$ cat config.mk
export PLATFORM = sky130hd
export DESIGN_NAME = varint_offset_table_lookup_flat
export DESIGN_NICKNAME = d
export VERILOG_FILES = /design/src/rtl/votl_pkg.sv /design/src/rtl/votl_ifs.sv /design/src/rtl/votl_regs.sv /design/src/rtl/votl_scan.sv /design/src/rtl/varint_offset_table_lookup.sv /design/src/flat_wrapper.sv
export SDC_FILE = /design/constraint.sdc
export NUM_CORES = 2
export LEC_CHECK = 0
export BUFFER_PORTS_ARGS = -buffer_cell sky130_fd_sc_hd__buf_4
export CAP_MARGIN = 20
export CORE_MARGIN = 10
export CORE_UTILIZATION = 39
export DETAILED_ROUTE_END_ITERATION = 12
export PLACE_DENSITY = 0.64
export SYNTH_ARGS = -nofsm -noshare
export SYNTH_HDL_FRONTEND = slang
export SYNTH_SLANG_ARGS = --single-unit
$ cat constraint.sdc
create_clock -name clk -period 14.28 [get_ports clk]
set_clock_uncertainty 0.05 [all_clocks]
set_input_delay 1.428 -clock clk [delete_from_list [all_inputs] [get_ports clk]]
set_output_delay 1.428 -clock clk [all_outputs]
set_load 0.03 [all_outputs]
$ cat src/rtl/votl_pkg.sv
// Shared constants, register codes and inter-module types of the varint offset table lookup.
`timescale 1ns / 1ps
`default_nettype none
package votl_pkg;

	// Field and state widths
	localparam int DATA_W     = 8;
	localparam int VAL_W      = 32;
	localparam int MAX_GROUPS = 9;
	localparam int GRP_W      = 4;
	localparam int CNT_W      = 32;
	localparam int IDX_W      = 31;
	localparam int SKIP_W     = 8;
	localparam int IVL_W      = 16;
	localparam int OFS_W      = 49;
	localparam int OP_W       = 33;

	// Configuration port
	localparam int ADDR_W  = 4;
	localparam int PDATA_W = 32;

	localparam logic [1:0] REG_SKIP_COUNT = 2'd0;
	localparam logic [1:0] REG_TARGET     = 2'd1;
	localparam logic [1:0] REG_INTERVAL   = 2'd2;

	localparam logic [IVL_W-1:0] INTERVAL_RESET = IVL_W'(1);

	// Live register values toward the scanner
	typedef struct packed {
		logic [SKIP_W-1:0]       skip_count;
		logic signed [VAL_W-1:0] target_position;
		logic [IVL_W-1:0]        interval;
		logic                    skip_wr;
	} cfg_t;

	// Pending result: signed multiplicand and the interval it is scaled by
	typedef struct packed {
		logic                   valid;
		logic signed [OP_W-1:0] op;
		logic [IVL_W-1:0]       ivl;
		logic                   matched;
	} emit_t;

endpackage
`default_nettype wire

$ cat src/rtl/votl_ifs.sv
// Valid/ready channel interfaces for record bytes and lookup results.
`timescale 1ns / 1ps
`default_nettype none
interface votl_in_if;
	logic                          valid;
	logic                          ready;
	logic [votl_pkg::DATA_W-1:0]   data_byte;
	logic                          last_byte;

	modport source (output valid, output data_byte, output last_byte, input ready);
	modport sink (input valid, input data_byte, input last_byte, output ready);
endinterface

interface votl_out_if;
	logic                                valid;
	logic                                ready;
	logic signed [votl_pkg::OFS_W-1:0]   result_offset;
	logic                                matched;

	modport source (output valid, output result_offset, output matched, input ready);
	modport sink (input valid, input result_offset, input matched, output ready);
endinterface
`default_nettype wire

$ cat src/rtl/votl_regs.sv
// APB-style configuration registers: skip count, target position, interval.
`timescale 1ns / 1ps
`default_nettype none
module votl_regs (
	input  wire logic                            clk,
	input  wire logic                            arst_n,
	input  wire logic                            psel,
	input  wire logic                            penable,
	input  wire logic                            pwrite,
	input  wire logic [votl_pkg::ADDR_W-1:0]     paddr,
	input  wire logic [votl_pkg::PDATA_W-1:0]    pwdata,
	output logic [votl_pkg::PDATA_W-1:0]         prdata,
	output logic                                 pready,
	output votl_pkg::cfg_t                       cfg
);
	import votl_pkg::*;

	logic [SKIP_W-1:0]       skip_count_q;
	logic signed [VAL_W-1:0] target_q;
	logic [IVL_W-1:0]        interval_q;
	logic                    wr;
	logic                    skip_wr;
	logic [1:0]              reg_idx;

	assign pready  = 1'b1;
	assign wr      = psel && penable && pwrite;
	assign reg_idx = paddr[3:2];
	assign skip_wr = wr && (reg_idx == REG_SKIP_COUNT);

	// Write on the access cycle
	always_ff @(posedge clk or negedge arst_n) begin
		if (!arst_n) begin
			skip_count_q <= '0;
			target_q     <= '0;
			interval_q   <= INTERVAL_RESET;
		end else if (wr) begin
			case (reg_idx)
				REG_SKIP_COUNT: skip_count_q <= pwdata[SKIP_W-1:0];
				REG_TARGET:     target_q     <= $signed(pwdata[VAL_W-1:0]);
				REG_INTERVAL:   interval_q   <= pwdata[IVL_W-1:0];
				default: ;
			endcase
		end
	end

	// Read back
	always_comb begin
		case (reg_idx)
			REG_SKIP_COUNT: prdata = PDATA_W'(skip_count_q);
			REG_TARGET:     prdata = PDATA_W'(target_q);
			REG_INTERVAL:   prdata = PDATA_W'(interval_q);
			default:        prdata = '0;
		endcase
	end

	// Pass a skip count being written straight through so the scanner reloads the new value
	assign cfg.skip_count      = skip_wr ? pwdata[SKIP_W-1:0] : skip_count_q;
	assign cfg.target_position = target_q;
	assign cfg.interval        = interval_q;
	assign cfg.skip_wr         = skip_wr;
endmodule
`default_nettype wire

$ cat src/rtl/votl_scan.sv
// Varint parser and table scan: one record byte per cycle while take is high, result operand into stage 2.
`timescale 1ns / 1ps
`default_nettype none
module votl_scan (
	input  wire logic                          clk,
	input  wire logic                          arst_n,
	input  wire votl_pkg::cfg_t                cfg,
	input  wire logic                          take,
	input  wire logic [votl_pkg::DATA_W-1:0]   data_byte,
	input  wire logic                          last_byte,
	input  wire logic                          pop,
	output votl_pkg::emit_t                    emit
);
	import votl_pkg::*;

	localparam logic [1:0] PH_SKIP  = 2'd0;
	localparam logic [1:0] PH_COUNT = 2'd1;
	localparam logic [1:0] PH_SCAN  = 2'd2;
	localparam logic [1:0] PH_DONE  = 2'd3;

	logic [1:0]        phase_q, phase_n, ph;
	logic [SKIP_W-1:0] skips_q, skips_n;
	logic [GRP_W-1:0]  grp_q, grp_n, grp_inc;
	logic [VAL_W-1:0]  acc_q, acc_n, acc_new, part;
	logic [CNT_W-1:0]  cnt_q, cnt_n;
	logic [IDX_W-1:0]  idx_q, idx_n;
	logic              done, in_range;
	logic              em;
	logic signed [OP_W-1:0] op;
	logic              mt;

	logic                   emit_valid_s2;
	logic signed [OP_W-1:0] emit_op_s2;
	logic [IVL_W-1:0]       emit_ivl_s2;
	logic                   emit_matched_s2;

	// Place the 7 payload bits of this byte at its group position; group 4 keeps only the low 4, later groups none
	always_comb begin
		case (grp_q)
			GRP_W'(0): part = VAL_W'(data_byte[6:0]);
			GRP_W'(1): part = VAL_W'({data_byte[6:0], 7'b0});
			GRP_W'(2): part = VAL_W'({data_byte[6:0], 14'b0});
			GRP_W'(3): part = VAL_W'({data_byte[6:0], 21'b0});
			GRP_W'(4): part = {data_byte[3:0], 28'b0};
			default:   part = '0;
		endcase
	end

	assign acc_new  = acc_q | part;
	assign grp_inc  = grp_q + GRP_W'(1);
	assign done     = !data_byte[7] || (grp_inc >= GRP_W'(MAX_GROUPS)) || last_byte;
	assign in_range = !cnt_q[CNT_W-1] && ({1'b0, idx_q} < cnt_q);

	// Next state for one accepted byte
	always_comb begin
		ph = phase_q;
		if (ph == PH_SKIP && skips_q == '0) begin
			ph = PH_COUNT;
		end
		phase_n = phase_q;
		skips_n = skips_q;
		grp_n   = grp_q;
		acc_n   = acc_q;
		cnt_n   = cnt_q;
		idx_n   = idx_q;
		em      = 1'b0;
		op      = '0;
		mt      = 1'b0;
		if (take) begin
			phase_n = ph;
			case (ph)
				PH_SKIP: begin
					grp_n = done ? '0 : grp_inc;
					acc_n = done ? '0 : acc_new;
					if (done) begin
						skips_n = skips_q - SKIP_W'(1);
					end
					if (last_byte) begin
						em = 1'b1;
					end
				end
				PH_COUNT: begin
					grp_n = done ? '0 : grp_inc;
					acc_n = done ? '0 : acc_new;
					if (done) begin
						cnt_n   = acc_new;
						idx_n   = '0;
						phase_n = PH_SCAN;
					end
				end
				PH_SCAN: begin
					if (in_range) begin
						grp_n = done ? '0 : grp_inc;
						acc_n = done ? '0 : acc_new;
						if (done) begin
							if (cfg.interval != '0 &&
							    $signed(acc_new) >= cfg.target_position) begin
								em      = 1'b1;
								op      = $signed({2'b0, idx_q});
								mt      = 1'b1;
								phase_n = PH_DONE;
							end else begin
								idx_n = idx_q + IDX_W'(1);
							end
						end
					end
				end
				default: ;
			endcase
			// Record end: fall back to the last entry, then restart
			if (last_byte) begin
				if (!em && phase_n != PH_DONE) begin
					em = 1'b1;
					op = $signed({1'b0, cnt_n}) - OP_W'(1);
				end
				phase_n = PH_SKIP;
				skips_n = cfg.skip_count;
				grp_n   = '0;
				acc_n   = '0;
				cnt_n   = '0;
				idx_n   = '0;
			end
		end
		if (cfg.skip_wr) begin
			skips_n = cfg.skip_count;
		end
	end

	always_ff @(posedge clk or negedge arst_n) begin
		if (!arst_n) begin
			phase_q <= PH_SKIP;
			skips_q <= '0;
			grp_q   <= '0;
			acc_q   <= '0;
			cnt_q   <= '0;
			idx_q   <= '0;
		end else begin
			phase_q <= phase_n;
			skips_q <= skips_n;
			grp_q   <= grp_n;
			acc_q   <= acc_n;
			cnt_q   <= cnt_n;
			idx_q   <= idx_n;
		end
	end

	// Hold the pending result until the output stage takes it
	always_ff @(posedge clk or negedge arst_n) begin
		if (!arst_n) begin
			emit_valid_s2 <= 1'b0;
		end else if (take) begin
			emit_valid_s2 <= em;
		end else if (pop) begin
			emit_valid_s2 <= 1'b0;
		end
	end

	always_ff @(posedge clk) begin
		if (take && em) begin
			emit_op_s2      <= op;
			emit_ivl_s2     <= cfg.interval;
			emit_matched_s2 <= mt;
		end
	end

	assign emit.valid   = emit_valid_s2;
	assign emit.op      = emit_op_s2;
	assign emit.ivl     = emit_ivl_s2;
	assign emit.matched = emit_matched_s2;
endmodule
`default_nettype wire

$ cat src/rtl/varint_offset_table_lookup.sv
// Top level: configuration registers, varint scanner and scaled result output stage.
//
//   channel    dir  handshake        payload
//   byte_ch    in   valid / ready    data_byte[7:0], last_byte
//   result_ch  out  valid / ready    result_offset[48:0] (signed), matched
//   apb        in   psel / penable   paddr[3:0], pwdata[31:0], prdata[31:0]
//
// One byte is accepted per cycle unless the output stalls; a result passes from the byte
// that causes it through the scan register, then the interval multiply into the output register.
// At most one result per record, given on the record's last byte or on the match.
// arst_n clears all control state; registers return to skip 0, target 0, interval 1.
// A result waiting at the output stalls input only when the scan register also holds one.
`timescale 1ns / 1ps
`default_nettype none
module varint_offset_table_lookup (
	input  wire logic                            clk,
	input  wire logic                            arst_n,
	votl_in_if.sink                              byte_ch,
	votl_out_if.source                           result_ch,
	input  wire logic                            psel,
	input  wire logic                            penable,
	input  wire logic                            pwrite,
	input  wire logic [votl_pkg::ADDR_W-1:0]     paddr,
	input  wire logic [votl_pkg::PDATA_W-1:0]    pwdata,
	output logic [votl_pkg::PDATA_W-1:0]         prdata,
	output logic                                 pready
);
	import votl_pkg::*;

	cfg_t  cfg;
	emit_t emit;
	logic  out_free, pop, take;
	logic  out_valid_q;
	logic signed [OFS_W-1:0] offset_q;
	logic  matched_q;
	logic signed [OP_W+IVL_W:0] prod;

	votl_regs u_regs (
		.clk     (clk),
		.arst_n  (arst_n),
		.psel    (psel),
		.penable (penable),
		.pwrite  (pwrite),
		.paddr   (paddr),
		.pwdata  (pwdata),
		.prdata  (prdata),
		.pready  (pready),
		.cfg     (cfg)
	);

	// Stage handshakes
	assign out_free       = !out_valid_q || result_ch.ready;
	assign pop            = emit.valid && out_free;
	assign byte_ch.ready  = !emit.valid || out_free;
	assign take           = byte_ch.valid && byte_ch.ready;

	votl_scan u_scan (
		.clk       (clk),
		.arst_n    (arst_n),
		.cfg       (cfg),
		.take      (take),
		.data_byte (byte_ch.data_byte),
		.last_byte (byte_ch.last_byte),
		.pop       (pop),
		.emit      (emit)
	);

	// Scale by the interval
	assign prod = emit.op * $signed({1'b0, emit.ivl});

	always_ff @(posedge clk or negedge arst_n) begin
		if (!arst_n) begin
			out_valid_q <= 1'b0;
		end else if (out_free) begin
			out_valid_q <= emit.valid;
		end
	end

	always_ff @(posedge clk) begin
		if (pop) begin
			offset_q  <= prod[OFS_W-1:0];
			matched_q <= emit.matched;
		end
	end

	assign result_ch.valid         = out_valid_q;
	assign result_ch.result_offset = offset_q;
	assign result_ch.matched       = matched_q;

`ifndef NO_ASSERTIONS
	a_match_nonneg: assert property (@(posedge clk) disable iff (!arst_n)
		(result_ch.valid && result_ch.matched) |-> !result_ch.result_offset[OFS_W-1])
		else $error("matched result has a negative offset");

	a_match_ivl: assert property (@(posedge clk) disable iff (!arst_n)
		(emit.valid && emit.matched) |-> (emit.ivl != '0))
		else $error("match recorded with zero interval");

	a_full_stall: assert property (@(posedge clk) disable iff (!arst_n)
		(emit.valid && out_valid_q && !result_ch.ready) |-> !byte_ch.ready)
		else $error("byte accepted with both result stages full");

	a_out_source: assert property (@(posedge clk) disable iff (!arst_n)
		$rose(out_valid_q) |-> $past(emit.valid))
		else $error("result appeared without a pending scan result");
`endif
endmodule
`default_nettype wire

$ cat src/flat_wrapper.sv
// flat-port wrapper written by rule: the top's interface ports become plain ports
module varint_offset_table_lookup_flat import votl_pkg::*;
  (clk, arst_n, psel, penable, pwrite, paddr, pwdata, prdata, pready, byte_ch_valid, byte_ch_data_byte, byte_ch_last_byte, byte_ch_ready, result_ch_valid, result_ch_result_offset, result_ch_matched, result_ch_ready);
  votl_in_if byte_ch_i ();
  votl_out_if result_ch_i ();
  input  wire logic clk;
  input  wire logic arst_n;
  input  wire logic psel;
  input  wire logic penable;
  input  wire logic pwrite;
  input  wire logic [votl_pkg::ADDR_W-1:0] paddr;
  input  wire logic [votl_pkg::PDATA_W-1:0] pwdata;
  output logic [votl_pkg::PDATA_W-1:0] prdata;
  output logic pready;
  input wire logic [$bits(byte_ch_i.valid)-1:0] byte_ch_valid;
  input wire logic [$bits(byte_ch_i.data_byte)-1:0] byte_ch_data_byte;
  input wire logic [$bits(byte_ch_i.last_byte)-1:0] byte_ch_last_byte;
  output wire logic [$bits(byte_ch_i.ready)-1:0] byte_ch_ready;
  output wire logic [$bits(result_ch_i.valid)-1:0] result_ch_valid;
  output wire logic [$bits(result_ch_i.result_offset)-1:0] result_ch_result_offset;
  output wire logic [$bits(result_ch_i.matched)-1:0] result_ch_matched;
  input wire logic [$bits(result_ch_i.ready)-1:0] result_ch_ready;
  assign byte_ch_i.valid = byte_ch_valid;
  assign byte_ch_i.data_byte = byte_ch_data_byte;
  assign byte_ch_i.last_byte = byte_ch_last_byte;
  assign byte_ch_ready = byte_ch_i.ready;
  assign result_ch_valid = result_ch_i.valid;
  assign result_ch_result_offset = result_ch_i.result_offset;
  assign result_ch_matched = result_ch_i.matched;
  assign result_ch_i.ready = result_ch_ready;
  varint_offset_table_lookup u_core (.clk(clk), .arst_n(arst_n), .byte_ch(byte_ch_i), .result_ch(result_ch_i), .psel(psel), .penable(penable), .pwrite(pwrite), .paddr(paddr), .pwdata(pwdata), .prdata(prdata), .pready(pready));
endmodule
-- Word-level counts from Yosys, hierarchy flattened
Index checks and enable logic that the tools add are counted.
- word-level logic and storage cells: 128
- register bits: 267
- equal/unequal tests: 13
- add/sub/neg operators: 4
- $lt $le $gt $ge: 3
- reductions and logical operators: 39
- muxes and demuxes: 51
- multipliers: 1
- bitwise logic cells: 1
- operators by type and width (cell ; count):
    31-bit two-way mux ; 9
    32-bit two-way mux ; 7
    32-bit one-hot mux with 5 select lines ; 1
    32-bit one-hot mux with 3 select lines ; 1
    33-bit two-way mux ; 2
    32-bit one-hot mux with 2 select lines ; 1
    31-bit one-hot mux with 2 select lines ; 1
    33-bit by 17-bit multiplier with 49-bit output ; 1
    8-bit two-way mux ; 6
    32-bit by 1-bit subtractor with 33-bit output, second input constant ; 1
    32-bit greater-or-equal comparator ; 1
    31-bit by 32-bit < comparator with 1-bit output ; 1
    32-bit bitwise OR ; 1
    31-bit by 1-bit adder with 31-bit output, second input constant ; 1
    16-bit nonzero test ; 1
    2-bit two-way mux ; 7
    4-bit two-way mux ; 3
    3-bit inequality test, second input constant ; 4
    3-bit nonzero test ; 4
    1-bit logical AND ; 10
    1-bit two-way mux ; 10
    4-bit by 2-bit equality test with 1-bit output, second input constant ; 2
    8-bit logical NOT ; 1
    4-bit one-hot mux with 2 select lines ; 1
    19 further kinds ; 35

-- Logic depth before layout (Yosys ltp)
- depth after elaboration: 16
- depth in mapped cells: 26
- depth with buffers taken out: 24

-- Modules after synthesis
A second synthesis with hierarchy kept.
- cell total of the unflattened synthesis: 3507
- area total of the unflattened synthesis: 33120.5 um2
- modules (own cells, without submodules) (module ; instances ; sequential area each (um2) ; area each (um2) ; cells each):
    varint_offset_table_lookup ; 1 ; 1526.5 ; 20353.3 ; 2222
    votl_scan ; 1 ; 4254.1 ; 10268.6 ; 1105
    votl_regs ; 1 ; 1402.6 ; 2498.6 ; 180

-- Least setup slack after synthesis
Ideal clock, no wire load.
- path kind: reg-to-reg
- from: register u_core.u_scan.emit_ivl_s2[7]
- to: register u_core.offset_q[42], in the netlist u_core.result_ch.result_offset[42], data pin
- buffers on the path: 1
- path slack: 7958 ps
- period minus slack after synthesis: 6322 ps
- library setup time: 262 ps
- required time: 13968 ps
- arrival: 6010 ps
- cell stages (with the launch flop): 22
- cells stage by stage: edfxtp_1 -> clkbuf_1 -> and2_1 -> fa_1 -> inv_1 -> fa_1 -> fa_1 -> inv_1 -> ha_1 -> fa_1 -> inv_1 -> fa_1 -> inv_1 -> ha_1 -> a2111o_1 -> o2111ai_1 -> a211oi_1 -> o21ai_1 -> o21ai_1 -> a311oi_1 -> o21bai_1 -> xor2_1
- longest elaborated chain between the ends: 1
- RTL lines (what ; RTL line ; RTL):
    start: declaration ; votl_scan.sv:34 ; logic [IVL_W-1:0] emit_ivl_s2;
    start signal: assignment ; votl_scan.sv:161 ; emit_ivl_s2 <= cfg.interval;
    33-bit by 17-bit multiplier with 49-bit output ; varint_offset_table_lookup.sv:69 ; assign prod = emit.op * $signed({1'b0, emit.ivl});
    net u_core.prod[42] ; varint_offset_table_lookup.sv:36 ; logic signed [OP_W+IVL_W:0] prod;
    end signal: assignment ; varint_offset_table_lookup.sv:81 ; offset_q <= prod[OFS_W-1:0];
    end: declaration ; varint_offset_table_lookup.sv:34 ; logic signed [OFS_W-1:0] offset_q;
The timed path passes the listed nets, and every way through them passes these cells.
A chain may end at the register's enable or synchronous reset.

-- Worst setup path in the final report
- from: register u_core.u_scan.emit_op_s2[14]
- to: register u_core.offset_q[46], in the netlist u_core.result_ch.result_offset[46], data pin
- longest elaborated chain between the ends: 1
- RTL lines (what ; RTL line ; RTL):
    start: declaration ; votl_scan.sv:33 ; logic signed [OP_W-1:0] emit_op_s2;
    start signal: assignment ; votl_scan.sv:160 ; emit_op_s2 <= op;
    33-bit by 17-bit multiplier with 49-bit output ; varint_offset_table_lookup.sv:69 ;
    net u_core.prod[46] ; varint_offset_table_lookup.sv:36 ;
The timed path passes the listed nets, and every way through them passes these cells.

==> impl_metrics.py <==
metrics = {
    "synth": {
        "ys_types": 81,
        "synth_nets": 4276,
        "ys_warn_count": 0,
        "synthCells": 3541,
        "yosysSeqAreaShare": 0.221,
        "ys_ff_latch": 267,
        "synth-edff-count": 100,
        "async_reset_ff_frac": 0.625,
        "ys.flop_type": "dfrtp_1",
        "avgSynthCellArea_um2": 9.17,
        "netlist_area_mm2": 0.0325,
    },
    "timing": {
        "slew_violations": 0,
        "rsz0062_at_grt": "false",
        "tns_ns": 0,
        "setup_viol": 0,
        "final.min_clock_period_ns": 7.89,
        "slew_headroom": 0.291,
        "worst_pin_slew_ns": 1.06,
        "fmax_mhz": 127,
        "hold_viol": 0,
        "finalCritPeriodShare": 0.553,
    },
    "drt": {
        "vias": 24400,
        "drc_errors": 0,
        "ant_nets": 0,
        "first_pass_iters": 5,
        "wirelength_um": 85500,
        "wl_per_cell_um": 18.2,
        "first_iter_violations": 1760,
        "viasPerCell": 5.19,
    },
    "cts": {
        "ctsHtreeMaxLevel": 2,
        "cts_buffers": 34,
        "cts.repair.resized": 0,
        "clk-insertion-delay-late_ns": 0.57,
        "hold_buffers": 0,
        "cts_tree": "built",
        "cts_sinks": 267,
        "root_buffer": "clkbuf_16",
        "path_clk_slew_ns": 0.06,
        "post_cts_buffers": 0,
        "cts_max_path_buffers": 3,
    },
    "floorplan": {
        "coreArea_mm2": 0.0824,
        "fp-row-count": 105,
        "die_area_mm2": 0.0952,
        "die_w_um": 309,
        "start_util": 0.394,
        "die_y_um": 309,
        "ioPinCount": 137,
    },
    "global_route": {
        "grt-ovfl-total": 0,
        "grt_pass1_wl_um": 140000,
        "grt_max_degree": 94,
        "antenna_found_initial": 0,
        "grt_pass1_vias": 25500,
        "grt_use_total": 0.184,
    },
    "flow_run": {
        "cap_violations": 0,
    },
    "final_layout": {
        "most-common-layout-cells": "731 x inv_1, 531 x nand2_1, 498 x fa_1",
        "drive_gt1_frac": 0.0770,
        "fin_nets": 4331,
        "syn_to_final_growth_pct": 10.0,
        "nFillCells": 7955,
        "final_common_cell": "inv_1",
    },
    "critical_path": {
        "crit_chain": "nand2_1 > fa_1 > fa_1 > fa_1 > inv_1 > fa_1 > fa_1 > inv_1 > fa_1 > inv_1 > ha_1 > and4_1 > nand2_1 > or3_1 > a211oi_1 > o21ai_1 > o21ai_1 > a311oi_1 > o41ai_1 > xnor2_1",
        "arrival_ns": 8.15,
        "worstSetupEndpointType": "flip-flop",
        "crit_top_cell": "fa_1",
        "cp-start-kind": "flip-flop",
        "path_class": "flip-flop to flip-flop",
        "required_ns": 14.54,
        "crit_path_top_delay_cell": "edfxtp_1",
        "critical-path-top-delay-family": "adder cells",
        "path_buf_inv": 3,
        "cp_max_fo": 16,
        "critPathMaxStageDelay_ns": 0.93,
    },
    "outcome": {
        "status": "finished, final reports clean",
    },
    "hold_path": {
        "min_path_type": "flip-flop to flip-flop",
    },
    "placement": {
        "dp.final_hpwl_um": 63100,
        "port_buffers": 133,
        "globalplace.congestion": 0.853,
    },
}
[tightest hold or removal path, cell delays in order, from the launching register on]
cell and delay (ns):
dfrtp_1 0.34, nand2_1 0.05, o31ai_1 0.06
[layout make-up]
type,instances,area (um^2),share of cell area
Inverter,732,2750,0.0769
Sequential cell,267,7180,0.201
Antenna cell,1,2.50,0.0000700
Clock inverter,13,193,0.00539
Multi-Input combinational cell,2389,22000,0.615
Tap cell,1070,1340,0.0375
Timing Repair Buffer,172,1320,0.0368
Clock buffer,49,978,0.0274
[state kept, by name, summed over array words and instances, names as in the netlist, 2 cells and up]
name and flops:
u_core.u_scan.acc_q 32, u_core.u_regs.target_q 32, u_core.u_scan.cnt_q 32, u_core.u_regs.skip_count_q 8, u_core.u_scan.phase_q 2, u_core.u_regs.interval_q 16, u_core.result_ch.result_offset 49, u_core.u_scan.idx_q 31
u_core.u_scan.emit_ivl_s2 16, u_core.u_scan.skips_q 8, u_core.u_scan.emit_op_s2 33, u_core.u_scan.grp_q 4
[cells by family (layout without fill, tap and decap cells)]
kind of cell             count (synthesis)  after routing  synth area share
AND/OR/NAND/NOR                       1063           1063             0.159
buffers and inverters                  885            966             0.103
adder cells (fa/ha/maj)                683            683             0.378
AO/OA/AOI/OAI                          525            525             0.104
flip-flops                             267            267             0.221
XOR/XNOR                                82             82            0.0221
multiplexers                            35             35            0.0123
other                                    1              2          0.000115
[per-layer routing]
metal | track usage | up-vias | part of all wire
met5 | 0 | - | 0
met4 | 0.0475 | 0 | 0.024
met3 | 0.0247 | 116 | 0.055
met2 | 0.317 | 648 | 0.49
met1 | 0.242 | 12300 | 0.43
li1 | - | 11300 | -
[stage by stage]
step,setup WS (ns),hold WS (ns),utilization,instance area [um^2],std cells
detailed placement,6.40,0.417,0.419,34500,4629
global placement,6.42,0.409,0.419,34500,4629
CTS,6.37,0.429,0.433,35700,4691
finish,6.39,0.427,0.434,35700,4693
global route,5.98,0.456,0.434,35700,4692
floorplan,7.96,0.350,-,32500,3541
[synth_stat cells (all sizes together) (17+ instances only)]
cell	count	area, um^2
inv	731	2740
nand2	531	1990
fa	498	9970
and2	217	1360
ha	185	2310
dfrtp	166	4150
a21oi	133	666
clkbuf	132	495
o21ai	130	658
edfxtp	100	3000
nor2	83	314
xnor2	62	543
o31ai	47	353
a21o	45	338
nand3	39	195
nor3	34	180
o22ai	31	194
nand4	28	175
and3	26	163
a22o	21	184
buf	21	109
xor2	20	175
mux2	18	203
mux2i	17	195
[path summary, 6_finish.rpt]
path	startpoint	to	slack (ns)	depth (start not counted)
max	u_core.u_scan.emit_op_s2[14]	u_core.result_ch.result_offset[46]	6.39	20
min	u_core.u_scan.acc_q[19]	u_core.u_scan.acc_q[19]	0.43	2
max reg2reg	u_core.u_scan.emit_op_s2[14]	u_core.result_ch.result_offset[46]	6.39	20
min reg2reg	u_core.u_scan.acc_q[19]	u_core.u_scan.acc_q[19]	0.43	2
max in group asynchronous	arst_n	u_core.u_regs.interval_q[0]	12.05	3
min in group asynchronous	arst_n	u_core.u_scan.idx_q[30]	0.91	1
Power is left out: the tool's default activity adds up to more than one toggle a clock period on the data nets, which glitch-free logic cannot reach.
